`src/design/pfb2a_pkg.sv`:
```
// Types, constants and helper functions of the segmented font converter.
`timescale 1ns / 1ps
`default_nettype none

package pfb2a_pkg;

  // Result status codes.
  localparam logic [1:0] STATUS_CHAR     = 2'd0;
  localparam logic [1:0] STATUS_BAD_MARK = 2'd1;
  localparam logic [1:0] STATUS_BAD_TYPE = 2'd2;
  localparam logic [1:0] STATUS_END      = 2'd3;

  // Stream constants.
  localparam logic [7:0] SEG_MARK  = 8'h80;
  localparam logic [7:0] SEG_TEXT  = 8'h01;
  localparam logic [7:0] SEG_BIN   = 8'h02;
  localparam logic [7:0] SEG_END   = 8'h03;
  localparam logic [7:0] CHAR_CR   = 8'h0D;
  localparam logic [7:0] CHAR_LF   = 8'h0A;
  localparam logic [7:0] HBPL_RESET = 8'd30;

  // Job queue between the parser and the character generator.
  localparam int QDEPTH = 4;
  localparam int QPTR_W = $clog2(QDEPTH);
  localparam int QCNT_W = $clog2(QDEPTH + 1);

  // One unit of work for the character generator.
  typedef struct packed {
    logic       hex;      // expand data into two hex digits
    logic [7:0] data;
    logic [1:0] status;
    logic       line_lf;  // line feed after the digits (line full)
    logic       end_lf;   // line feed after the digits (segment end)
  } job_t;

  typedef struct packed {
    logic valid;
    job_t job;
  } push_t;

  // Lower-case hex digit of a nibble.
  function automatic logic [7:0] hex_digit(input logic [3:0] nib);
    logic [7:0] res;
    if (nib < 4'd10) begin
      res = 8'h30 + {4'd0, nib};
    end else begin
      res = 8'h57 + {4'd0, nib};
    end
    return res;
  endfunction

endpackage

`default_nettype wire

```
`src/design/pfb2a_if.sv`:
```
// Valid/ready channel interfaces of the converter.
`timescale 1ns / 1ps
`default_nettype none

// Input word: one stream byte and the restart flag.
interface pfb2a_in_if;
  logic       valid;
  logic       ready;
  logic [7:0] in_byte;
  logic       start_of_file;
  modport source (output valid, output in_byte, output start_of_file, input ready);
  modport sink (input valid, input in_byte, input start_of_file, output ready);
endinterface

// Configuration word: hex bytes per output line.
interface pfb2a_cfg_if;
  logic       valid;
  logic       ready;
  logic [7:0] hex_bytes_per_line;
  modport source (output valid, output hex_bytes_per_line, input ready);
  modport sink (input valid, input hex_bytes_per_line, output ready);
endinterface

// Output word: one character with its status.
interface pfb2a_out_if;
  logic       valid;
  logic       ready;
  logic [7:0] out_char;
  logic [1:0] status;
  logic       last_of_run;
  modport source (output valid, output out_char, output status, output last_of_run,
                  input ready);
  modport sink (input valid, input out_char, input status, input last_of_run,
                output ready);
endinterface

`default_nettype wire

```
`src/design/pfb_to_pfa_converter.sv`:
```
// Top level of the segmented binary font to text font converter.
`timescale 1ns / 1ps
`default_nettype none

// Converts a segmented binary font stream, one byte per input word, into text
// characters, one per output word. The parser takes a byte every cycle while
// its four-entry job queue has room; marker and type bytes give no characters,
// length bytes only the line feed closing an empty binary segment, a text byte
// one, and a binary byte two hex digits plus up to two line feeds. The
// character generator behind the queue emits one output word per cycle unless
// the output stalls, so a binary byte takes two to four output words and a
// text byte one; that port sets the sustained rate. Errors and the end segment
// each give one word with a nonzero status and a zero character. The line
// length register may be written while the block is idle.
module pfb_to_pfa_converter #(
  parameter int LENGTH_WIDTH = 31
) (
  input  wire logic   clk,
  input  wire logic   rst,
  pfb2a_in_if.sink    in_ch,
  pfb2a_cfg_if.sink   cfg,
  pfb2a_out_if.source out_ch
);

  pfb2a_pkg::push_t push;
  pfb2a_pkg::job_t  head;
  logic             q_full;
  logic             head_valid;
  logic             pop;

  // Parser.
  pfb2a_front #(
    .LENGTH_WIDTH(LENGTH_WIDTH)
  ) u_front (
    .clk   (clk),
    .rst   (rst),
    .in_ch (in_ch),
    .cfg   (cfg),
    .push  (push),
    .q_full(q_full)
  );

  // Job queue.
  pfb2a_queue u_queue (
    .clk       (clk),
    .rst       (rst),
    .push      (push),
    .full      (q_full),
    .pop       (pop),
    .head      (head),
    .head_valid(head_valid)
  );

  // Character generator.
  pfb2a_back u_back (
    .clk       (clk),
    .rst       (rst),
    .head      (head),
    .head_valid(head_valid),
    .pop       (pop),
    .out_ch    (out_ch)
  );

endmodule

`default_nettype wire

```
`src/design/pfb2a_queue.sv`:
```
// Small job queue between the parser and the character generator.
`timescale 1ns / 1ps
`default_nettype none

module pfb2a_queue (
  input  wire logic             clk,
  input  wire logic             rst,
  input  wire pfb2a_pkg::push_t push,
  output logic                  full,
  input  wire logic             pop,
  output pfb2a_pkg::job_t       head,
  output logic                  head_valid
);

  pfb2a_pkg::job_t                    entries [pfb2a_pkg::QDEPTH];
  logic [pfb2a_pkg::QPTR_W-1:0]       wr_ptr;
  logic [pfb2a_pkg::QPTR_W-1:0]       rd_ptr;
  logic [pfb2a_pkg::QCNT_W-1:0]       count;
  logic                               do_push;
  logic                               do_pop;

  assign full       = (count == pfb2a_pkg::QCNT_W'(pfb2a_pkg::QDEPTH));
  assign head_valid = (count != '0);
  assign head       = entries[rd_ptr];
  assign do_push    = push.valid && !full;
  assign do_pop     = pop && head_valid;

  // Entry storage holds payload only.
  always_ff @(posedge clk) begin
    if (do_push) begin
      entries[wr_ptr] <= push.job;
    end
  end

  // Pointers and fill count.
  always_ff @(posedge clk) begin
    if (rst) begin
      wr_ptr <= '0;
      rd_ptr <= '0;
      count  <= '0;
    end else begin
      if (do_push) begin
        wr_ptr <= wr_ptr + 1'b1;
      end
      if (do_pop) begin
        rd_ptr <= rd_ptr + 1'b1;
      end
      if (do_push && !do_pop) begin
        count <= count + 1'b1;
      end else if (do_pop && !do_push) begin
        count <= count - 1'b1;
      end
    end
  end

endmodule

`default_nettype wire

```
`src/design/pfb2a_front.sv`:
```
// Segment parser: takes stream bytes, tracks segments and queues output jobs.
`timescale 1ns / 1ps
`default_nettype none

module pfb2a_front #(
  parameter int LENGTH_WIDTH = 31
) (
  input  wire logic       clk,
  input  wire logic       rst,
  pfb2a_in_if.sink        in_ch,
  pfb2a_cfg_if.sink       cfg,
  output pfb2a_pkg::push_t push,
  input  wire logic       q_full
);

  localparam logic [2:0] PH_MARKER = 3'd0;
  localparam logic [2:0] PH_TYPE   = 3'd1;
  localparam logic [2:0] PH_LENGTH = 3'd2;
  localparam logic [2:0] PH_TEXT   = 3'd3;
  localparam logic [2:0] PH_HEX    = 3'd4;
  localparam logic [2:0] PH_DONE   = 3'd5;
  localparam logic [2:0] PH_ERROR  = 3'd6;

  logic [2:0]              phase, phase_next;
  logic [1:0]              len_idx, len_idx_next;
  logic                    is_binary, is_binary_next;
  logic [23:0]             gather, gather_next;
  logic [LENGTH_WIDTH-1:0] remaining, remaining_next;
  logic [7:0]              line_pos, line_pos_next;
  logic [7:0]              hbpl;

  logic                    accept;
  logic [2:0]              eff_phase;
  logic [7:0]              b;
  logic [31:0]             full_len;
  logic                    len_over;
  logic [LENGTH_WIDTH-1:0] len_sat;
  logic [7:0]              line_inc;

  assign in_ch.ready = !q_full;
  assign cfg.ready   = 1'b1;
  assign accept      = in_ch.valid && in_ch.ready;
  assign b           = in_ch.in_byte;
  assign eff_phase   = in_ch.start_of_file ? PH_MARKER : phase;

  // Length as it stands once the last length byte is in; a set bit 31 makes it zero.
  assign full_len = {b, gather};
  assign len_over = ((full_len[30:0] >> LENGTH_WIDTH) != 31'd0);
  assign len_sat  = full_len[31] ? '0 :
                    len_over     ? '1 : full_len[LENGTH_WIDTH-1:0];
  assign line_inc = line_pos + 8'd1;

  // Parser step for one accepted word.
  always_comb begin
    phase_next     = phase;
    len_idx_next   = len_idx;
    is_binary_next = is_binary;
    gather_next    = gather;
    remaining_next = remaining;
    line_pos_next  = line_pos;
    push           = '0;
    if (accept) begin
      phase_next = eff_phase;
      case (eff_phase)
        PH_MARKER: begin
          if (b != pfb2a_pkg::SEG_MARK) begin
            push.valid      = 1'b1;
            push.job.status = pfb2a_pkg::STATUS_BAD_MARK;
            phase_next      = PH_ERROR;
          end else begin
            phase_next = PH_TYPE;
          end
        end
        PH_TYPE: begin
          if (b == pfb2a_pkg::SEG_TEXT || b == pfb2a_pkg::SEG_BIN) begin
            is_binary_next = (b == pfb2a_pkg::SEG_BIN);
            len_idx_next   = 2'd0;
            gather_next    = '0;
            phase_next     = PH_LENGTH;
          end else if (b == pfb2a_pkg::SEG_END) begin
            push.valid      = 1'b1;
            push.job.status = pfb2a_pkg::STATUS_END;
            phase_next      = PH_DONE;
          end else begin
            push.valid      = 1'b1;
            push.job.status = pfb2a_pkg::STATUS_BAD_TYPE;
            phase_next      = PH_ERROR;
          end
        end
        PH_LENGTH: begin
          case (len_idx)
            2'd0: begin
              gather_next[7:0] = b;
              len_idx_next     = 2'd1;
            end
            2'd1: begin
              gather_next[15:8] = b;
              len_idx_next      = 2'd2;
            end
            2'd2: begin
              gather_next[23:16] = b;
              len_idx_next       = 2'd3;
            end
            default: begin
              len_idx_next   = 2'd0;
              line_pos_next  = 8'd0;
              remaining_next = len_sat;
              if (len_sat == '0) begin
                // An empty binary segment still closes with a line feed.
                if (is_binary) begin
                  push.valid    = 1'b1;
                  push.job.data = pfb2a_pkg::CHAR_LF;
                end
                phase_next = PH_MARKER;
              end else begin
                phase_next = is_binary ? PH_HEX : PH_TEXT;
              end
            end
          endcase
        end
        PH_TEXT: begin
          push.valid     = 1'b1;
          push.job.data  = (b == pfb2a_pkg::CHAR_CR) ? pfb2a_pkg::CHAR_LF : b;
          remaining_next = remaining - 1'b1;
          if (remaining == LENGTH_WIDTH'(1)) begin
            phase_next = PH_MARKER;
          end
        end
        PH_HEX: begin
          push.valid       = 1'b1;
          push.job.hex     = 1'b1;
          push.job.data    = b;
          push.job.line_lf = (line_inc == hbpl);
          push.job.end_lf  = (remaining == LENGTH_WIDTH'(1));
          line_pos_next    = (line_inc == hbpl) ? 8'd0 : line_inc;
          remaining_next   = remaining - 1'b1;
          if (remaining == LENGTH_WIDTH'(1)) begin
            phase_next = PH_MARKER;
          end
        end
        default: begin
          // Past the end segment or an error: the byte is dropped.
        end
      endcase
    end
  end

  // Parser state.
  always_ff @(posedge clk) begin
    if (rst) begin
      phase     <= PH_MARKER;
      len_idx   <= 2'd0;
      is_binary <= 1'b0;
      gather    <= '0;
      remaining <= '0;
      line_pos  <= 8'd0;
    end else begin
      phase     <= phase_next;
      len_idx   <= len_idx_next;
      is_binary <= is_binary_next;
      gather    <= gather_next;
      remaining <= remaining_next;
      line_pos  <= line_pos_next;
    end
  end

  // Line length register.
  always_ff @(posedge clk) begin
    if (rst) begin
      hbpl <= pfb2a_pkg::HBPL_RESET;
    end else if (cfg.valid && cfg.ready) begin
      hbpl <= cfg.hex_bytes_per_line;
    end
  end

endmodule

`default_nettype wire

```
`src/design/pfb2a_back.sv`:
```
// Character generator: expands queued jobs into one output word per cycle unless the output stalls.
`timescale 1ns / 1ps
`default_nettype none

module pfb2a_back (
  input  wire logic            clk,
  input  wire logic            rst,
  input  wire pfb2a_pkg::job_t head,
  input  wire logic            head_valid,
  output logic                 pop,
  pfb2a_out_if.source          out_ch
);

  pfb2a_pkg::job_t cur;
  logic            cur_valid;
  logic [1:0]      step;
  logic            ovalid;
  logic [7:0]      ochar;
  logic [1:0]      ostatus;
  logic            olast;

  logic [1:0]      last_step;
  logic            is_last;
  logic [7:0]      ch;
  logic            load;

  // Last step of the current job: one character, or two digits plus any line feeds.
  assign last_step = cur.hex ? (2'd1 + {1'b0, cur.line_lf} + {1'b0, cur.end_lf}) : 2'd0;
  assign is_last   = (step == last_step);

  // Character for the current step.
  always_comb begin
    if (!cur.hex) begin
      ch = cur.data;
    end else begin
      case (step)
        2'd0:    ch = pfb2a_pkg::hex_digit(cur.data[7:4]);
        2'd1:    ch = pfb2a_pkg::hex_digit(cur.data[3:0]);
        default: ch = pfb2a_pkg::CHAR_LF;
      endcase
    end
  end

  assign load = cur_valid && (!ovalid || out_ch.ready);
  assign pop  = head_valid && (!cur_valid || (load && is_last));

  // Current job and step counter.
  always_ff @(posedge clk) begin
    if (rst) begin
      cur_valid <= 1'b0;
      step      <= 2'd0;
    end else begin
      if (pop) begin
        cur_valid <= 1'b1;
        step      <= 2'd0;
      end else if (load) begin
        if (is_last) begin
          cur_valid <= 1'b0;
          step      <= 2'd0;
        end else begin
          step <= step + 2'd1;
        end
      end
    end
  end

  always_ff @(posedge clk) begin
    if (pop) begin
      cur <= head;
    end
  end

  // Output register.
  always_ff @(posedge clk) begin
    if (rst) begin
      ovalid <= 1'b0;
    end else if (load) begin
      ovalid <= 1'b1;
    end else if (out_ch.ready) begin
      ovalid <= 1'b0;
    end
  end

  always_ff @(posedge clk) begin
    if (load) begin
      ochar   <= ch;
      ostatus <= cur.status;
      olast   <= is_last;
    end
  end

  assign out_ch.valid       = ovalid;
  assign out_ch.out_char    = ochar;
  assign out_ch.status      = ostatus;
  assign out_ch.last_of_run = olast;

endmodule

`default_nettype wire

```
`src/flat_wrapper.sv`:
```
// flat-port wrapper written by rule: the top's interface ports become plain ports
module pfb_to_pfa_converter_flat 
#(
  parameter int LENGTH_WIDTH = 31
)
  (clk, rst, in_ch_valid, in_ch_in_byte, in_ch_start_of_file, in_ch_ready, cfg_valid, cfg_hex_bytes_per_line, cfg_ready, out_ch_valid, out_ch_out_char, out_ch_status, out_ch_last_of_run, out_ch_ready);
  pfb2a_in_if in_ch_i ();
  pfb2a_cfg_if cfg_i ();
  pfb2a_out_if out_ch_i ();
  input  wire logic clk;
  input  wire logic rst;
  input wire logic [$bits(in_ch_i.valid)-1:0] in_ch_valid;
  input wire logic [$bits(in_ch_i.in_byte)-1:0] in_ch_in_byte;
  input wire logic [$bits(in_ch_i.start_of_file)-1:0] in_ch_start_of_file;
  output wire logic [$bits(in_ch_i.ready)-1:0] in_ch_ready;
  input wire logic [$bits(cfg_i.valid)-1:0] cfg_valid;
  input wire logic [$bits(cfg_i.hex_bytes_per_line)-1:0] cfg_hex_bytes_per_line;
  output wire logic [$bits(cfg_i.ready)-1:0] cfg_ready;
  output wire logic [$bits(out_ch_i.valid)-1:0] out_ch_valid;
  output wire logic [$bits(out_ch_i.out_char)-1:0] out_ch_out_char;
  output wire logic [$bits(out_ch_i.status)-1:0] out_ch_status;
  output wire logic [$bits(out_ch_i.last_of_run)-1:0] out_ch_last_of_run;
  input wire logic [$bits(out_ch_i.ready)-1:0] out_ch_ready;
  assign in_ch_i.valid = in_ch_valid;
  assign in_ch_i.in_byte = in_ch_in_byte;
  assign in_ch_i.start_of_file = in_ch_start_of_file;
  assign in_ch_ready = in_ch_i.ready;
  assign cfg_i.valid = cfg_valid;
  assign cfg_i.hex_bytes_per_line = cfg_hex_bytes_per_line;
  assign cfg_ready = cfg_i.ready;
  assign out_ch_valid = out_ch_i.valid;
  assign out_ch_out_char = out_ch_i.out_char;
  assign out_ch_status = out_ch_i.status;
  assign out_ch_last_of_run = out_ch_i.last_of_run;
  assign out_ch_i.ready = out_ch_ready;
  pfb_to_pfa_converter #(.LENGTH_WIDTH(LENGTH_WIDTH)) u_core (.clk(clk), .rst(rst), .in_ch(in_ch_i), .cfg(cfg_i), .out_ch(out_ch_i));
endmodule
```
`config.mk`:
```
export PLATFORM = sky130hd
export DESIGN_NAME = pfb_to_pfa_converter_flat
export DESIGN_NICKNAME = d
export VERILOG_FILES = /design/src/design/pfb2a_pkg.sv /design/src/design/pfb2a_if.sv /design/src/design/pfb_to_pfa_converter.sv /design/src/design/pfb2a_queue.sv /design/src/design/pfb2a_front.sv /design/src/design/pfb2a_back.sv /design/src/flat_wrapper.sv
export SDC_FILE = /design/constraint.sdc
export NUM_CORES = 1
export LEC_CHECK = 0
export BUFFER_PORTS_ARGS = -buffer_cell sky130_fd_sc_hd__buf_2
export CAP_MARGIN = 20
export CORE_AREA = 2 2 175 143
export DETAILED_ROUTE_END_ITERATION = 6
export DIE_AREA = 0 0 177 145
export GPL_TIMING_DRIVEN = 0
export PLACE_DENSITY_LB_ADDON = 0.3
export SLEW_MARGIN = 10
export SYNTH_ARGS = -nofsm -noshare
export SYNTH_HDL_FRONTEND = slang
export SYNTH_SLANG_ARGS = --single-unit
```
`constraint.sdc`:
```
create_clock -name clk -period 3.9 [get_ports clk]
set_clock_uncertainty 0.05 [all_clocks]
set_input_delay 0.195 -clock clk [delete_from_list [all_inputs] [get_ports clk]]
set_output_delay 0.195 -clock clk [all_outputs]
set_load 0.02 [all_outputs]
```
==> impl_metrics.tcl <==
set metrics [dict create \
    outcome "completed" \
    cts-hold-fix-buffers 9 \
    drt_pass1_iterations 6 \
    antenna_left 0 \
    gr-total-overflow 0 \
    grt_usage_pct 17.2 \
    crit_arrival_ns 3.87 \
    drc 0 \
    powerDensity_mw_per_mm2 547 \
    postCtsSetupRepairBufs 0 \
    synth_edf_count 76 \
    crit_slowest_cell "o31a_1" \
    seq_area_frac_synth_pct 48.9 \
    synth-seq-cells 164 \
    synthDistinctLibCells 77 \
    io_buffers 30 \
    synth_ff_type "dfxtp_1" \
    min_period_ns 3.56 \
    nFillCells 2357 \
    cts-resized-gates 0 \
    worst_ep_required_time_ns 4.21 \
    grt_max_degree 18 \
    die_height_um 145 \
    max_slew_margin_pct 44.3 \
    post-route-period-util_pct 91.3 \
    drive_above_1_share_pct 13.5 \
    place_area_mm2 0.00881 \
    synth_top_area_share_pct 27.6 \
    hold_viol 0 \
    via_count 6510 \
    totalWireLength_mm 21.2 \
    grt_antenna_before_repair 0 \
    viasPerCell 5.36 \
    htree_num_levels 4 \
    end_kind "flop" \
    wl_per_cell_um 17.4 \
    tritoncts "done" \
    slew_violations 0 \
    areaGrowthSynthToFinish_pct 14.3 \
    die_x_um 177 \
    leakage_nw 3.41 \
    setup_tns_ns 0 \
    initial_utilization_pct 34.5 \
    pin_count 36 \
    irDropWorstVdd_mv 0.342 \
    cts_root_buffer "clkbuf_16" \
    grt_pass1_vias 6151 \
    core_mm2 0.0239 \
    drt-initial-drc-count 625 \
    crit_chain "inv_1 -> ha_1 -> nor4bb_1 -> a31oi_1 -> o32a_1 -> o21ai_0 -> o31a_1 -> inv_1 -> ha_1 -> inv_1 -> fa_1 -> xor2_1 -> or3_1 -> a21oi_1" \
    clockBufferDepth 2 \
    yosysTopAreaCell "edfxtp_1" \
    critPathKind "reg2reg" \
    hpwl_mm 15.3 \
    syn-mean-instance-area_um2 10.0 \
    syn_inst 826 \
    num_rows 51 \
    cts.sinks 164 \
    grt_pass1_wl_mm 34.3 \
    stdcell_area_mm2 0.00945 \
    path_common_cell "inv_1" \
    worst_path_largest_cell_delay_ns 0.72 \
    hold_class "in2reg" \
    setup_viol 0 \
    synth.yosys.warnings 0 \
    critPathTopFamily "compound AO/OA/AOI/OAI gates" \
    crit_buf_inv 3 \
    place.gp.congestion 0.939 \
    drv_cap 0 \
    crit_fanout 17 \
    numCtsBuffers 17 \
    worstSetupStartpointType "flop" \
    synth_nets 866 \
    synthTopCellsByArea "edfxtp_1 28%, dfxtp_1 21%, nor2_1 4.8%" \
    num-nets-final 924 \
    async_reset_ff_share_pct 0 \
    worst_slew_pin_slew_ns 0.835 \
    clk_pin_slew_ns 0.07 \
    synth.cell_area_mm2 0.00826 \
    fmax_mhz 281 \
    insertion_delay_ns 0.44 \
    antenna_cells 0 \
    die_area_mm2 0.0257 \
    rsz0062_at_grt "no" \
]
## Yosys cell counts (11+ instances only)
cell and number:
dfxtp_1 88, xnor2_1 11, a21oi_1 48, mux4_2 13
and3_1 14, nor3_1 40, ha_1 17, nor4_1 13
nand3_1 17, nor2b_1 13, o21ai_0 49, nor2_1 106
clkbuf_1 27, edfxtp_1 76, inv_1 29, mux2i_1 35
nand2_1 63
## layout make-up
cell class	count	area, um2	area share [%]
Buffer	46	221	2.34
Clock buffer	18	429	4.54
Clock inverter	14	118	1.25
Inverter	29	109	1.15
Multi-Input combinational cell	587	3890	41.2
Sequential cell	164	4040	42.8
Tap cell	318	398	4.21
Timing Repair Buffer	39	240	2.54
## flip-flops by register name, indices dropped and copies added (netlist names), 2 cells and up
name	cells
u_core.u_queue.wr_ptr	2
u_core.u_front.gather	24
u_core.u_queue.count	3
u_core.u_queue.rd_ptr	2
u_core.u_back.cur	13
u_core.u_front.line_pos	8
u_core.u_front.len_idx	2
u_core.u_front.remaining	31
u_core.u_front.hbpl	8
u_core.u_back.out_ch.out_char	8
u_core.u_front.phase	3
u_core.u_back.out_ch.status	2
u_core.u_back.step	2
u_core.u_queue.entries	52
## metal layers
metal	GRT usage (%)	part of all wire, %	vias up
met5	0	0	-
met4	5.62	1.6	0
met3	4.35	7.7	28
met2	23.9	42	242
met1	25.7	49	3095
li1	-	-	3145
## kinds of logic (layout without fill, tap and decap cells)
family                     Yosys count  in the layout  share of synthesized area, %
and+or+nand+nor                    327            327                          20.5
adders and majority gates           18             18                          2.82
other                                1              1                        0.0454
DFF                                164            164                          48.9
AOI/OAI and AO/OA                  174            174                          13.9
buffers and inverters               75            146                          4.00
muxes                               48             48                          7.78
xor gates and xnor gates            19             19                          2.01
## cells in the final DEF, fill, tap and decap left out, types with 17 or more instances in the layout
cell / instances
mux2i_1: 35
nand2_1: 63
clkbuf_16: 17
a21oi_1: 48
nor3_1: 40
buf_2: 39
ha_1: 17
inv_1: 29
o21ai_0: 49
dfxtp_1: 88
nor2_1: 106
clkbuf_1: 28
nand3_1: 17
edfxtp_1: 76
## report_power, final
group	total, W	switching (W)	leakage, nW	internal (W)
Clock	0.00159	0.000753	0.264	0.000835
Sequential	0.00224	0.000135	1.49	0.00210
Combinational	0.00134	0.000823	1.66	0.000517
Total	0.00517	0.00171	3.41	0.00345
## worst paths after layout
kind,start,to,cells after the start,slack (ns)
setup reg to reg,u_core.u_back.cur[0]$_DFFE_PP_,u_core.u_queue.count[2]$_SDFFE_PP0P_,14,0.34
setup / recovery,u_core.u_back.cur[0]$_DFFE_PP_,u_core.u_queue.count[2]$_SDFFE_PP0P_,14,0.34
hold reg to reg,u_core.u_back.cur[3]$_DFFE_PP_,u_core.u_back.out_ch.status[1]$_DFFE_PP_,0,0.38
hold / removal,in_ch_in_byte[5],u_core.u_front.remaining[29]$_SDFFE_PP0P_,3,0.06
## through the flow
step                      power, W  util (%)  instances  worst slack (ns)  hold slack, ns
after floorplan            0.00323         -        826             0.825           0.274
after global placement     0.00359      36.8       1174             0.446           0.360
after detailed placement   0.00361      36.8       1174             0.334           0.370
after CTS                  0.00520      39.5       1215             0.295          0.0492
after global routing       0.00547      39.5       1215           0.00705          0.0615
final                      0.00517      39.5       1215             0.341          0.0593
## worst reg2reg max path, stage by stage, from the launching register on
cell and delay [ns]:
edfxtp_1 0.32, inv_1 0.04, ha_1 0.33, nor4bb_1 0.32, a31oi_1 0.07, o32a_1 0.21, o21ai_0 0.35, o31a_1 0.72
inv_1 0.10, ha_1 0.24, inv_1 0.07, fa_1 0.17, xor2_1 0.07, or3_1 0.30, a21oi_1 0.13
(Power assumes the default switching activity.)
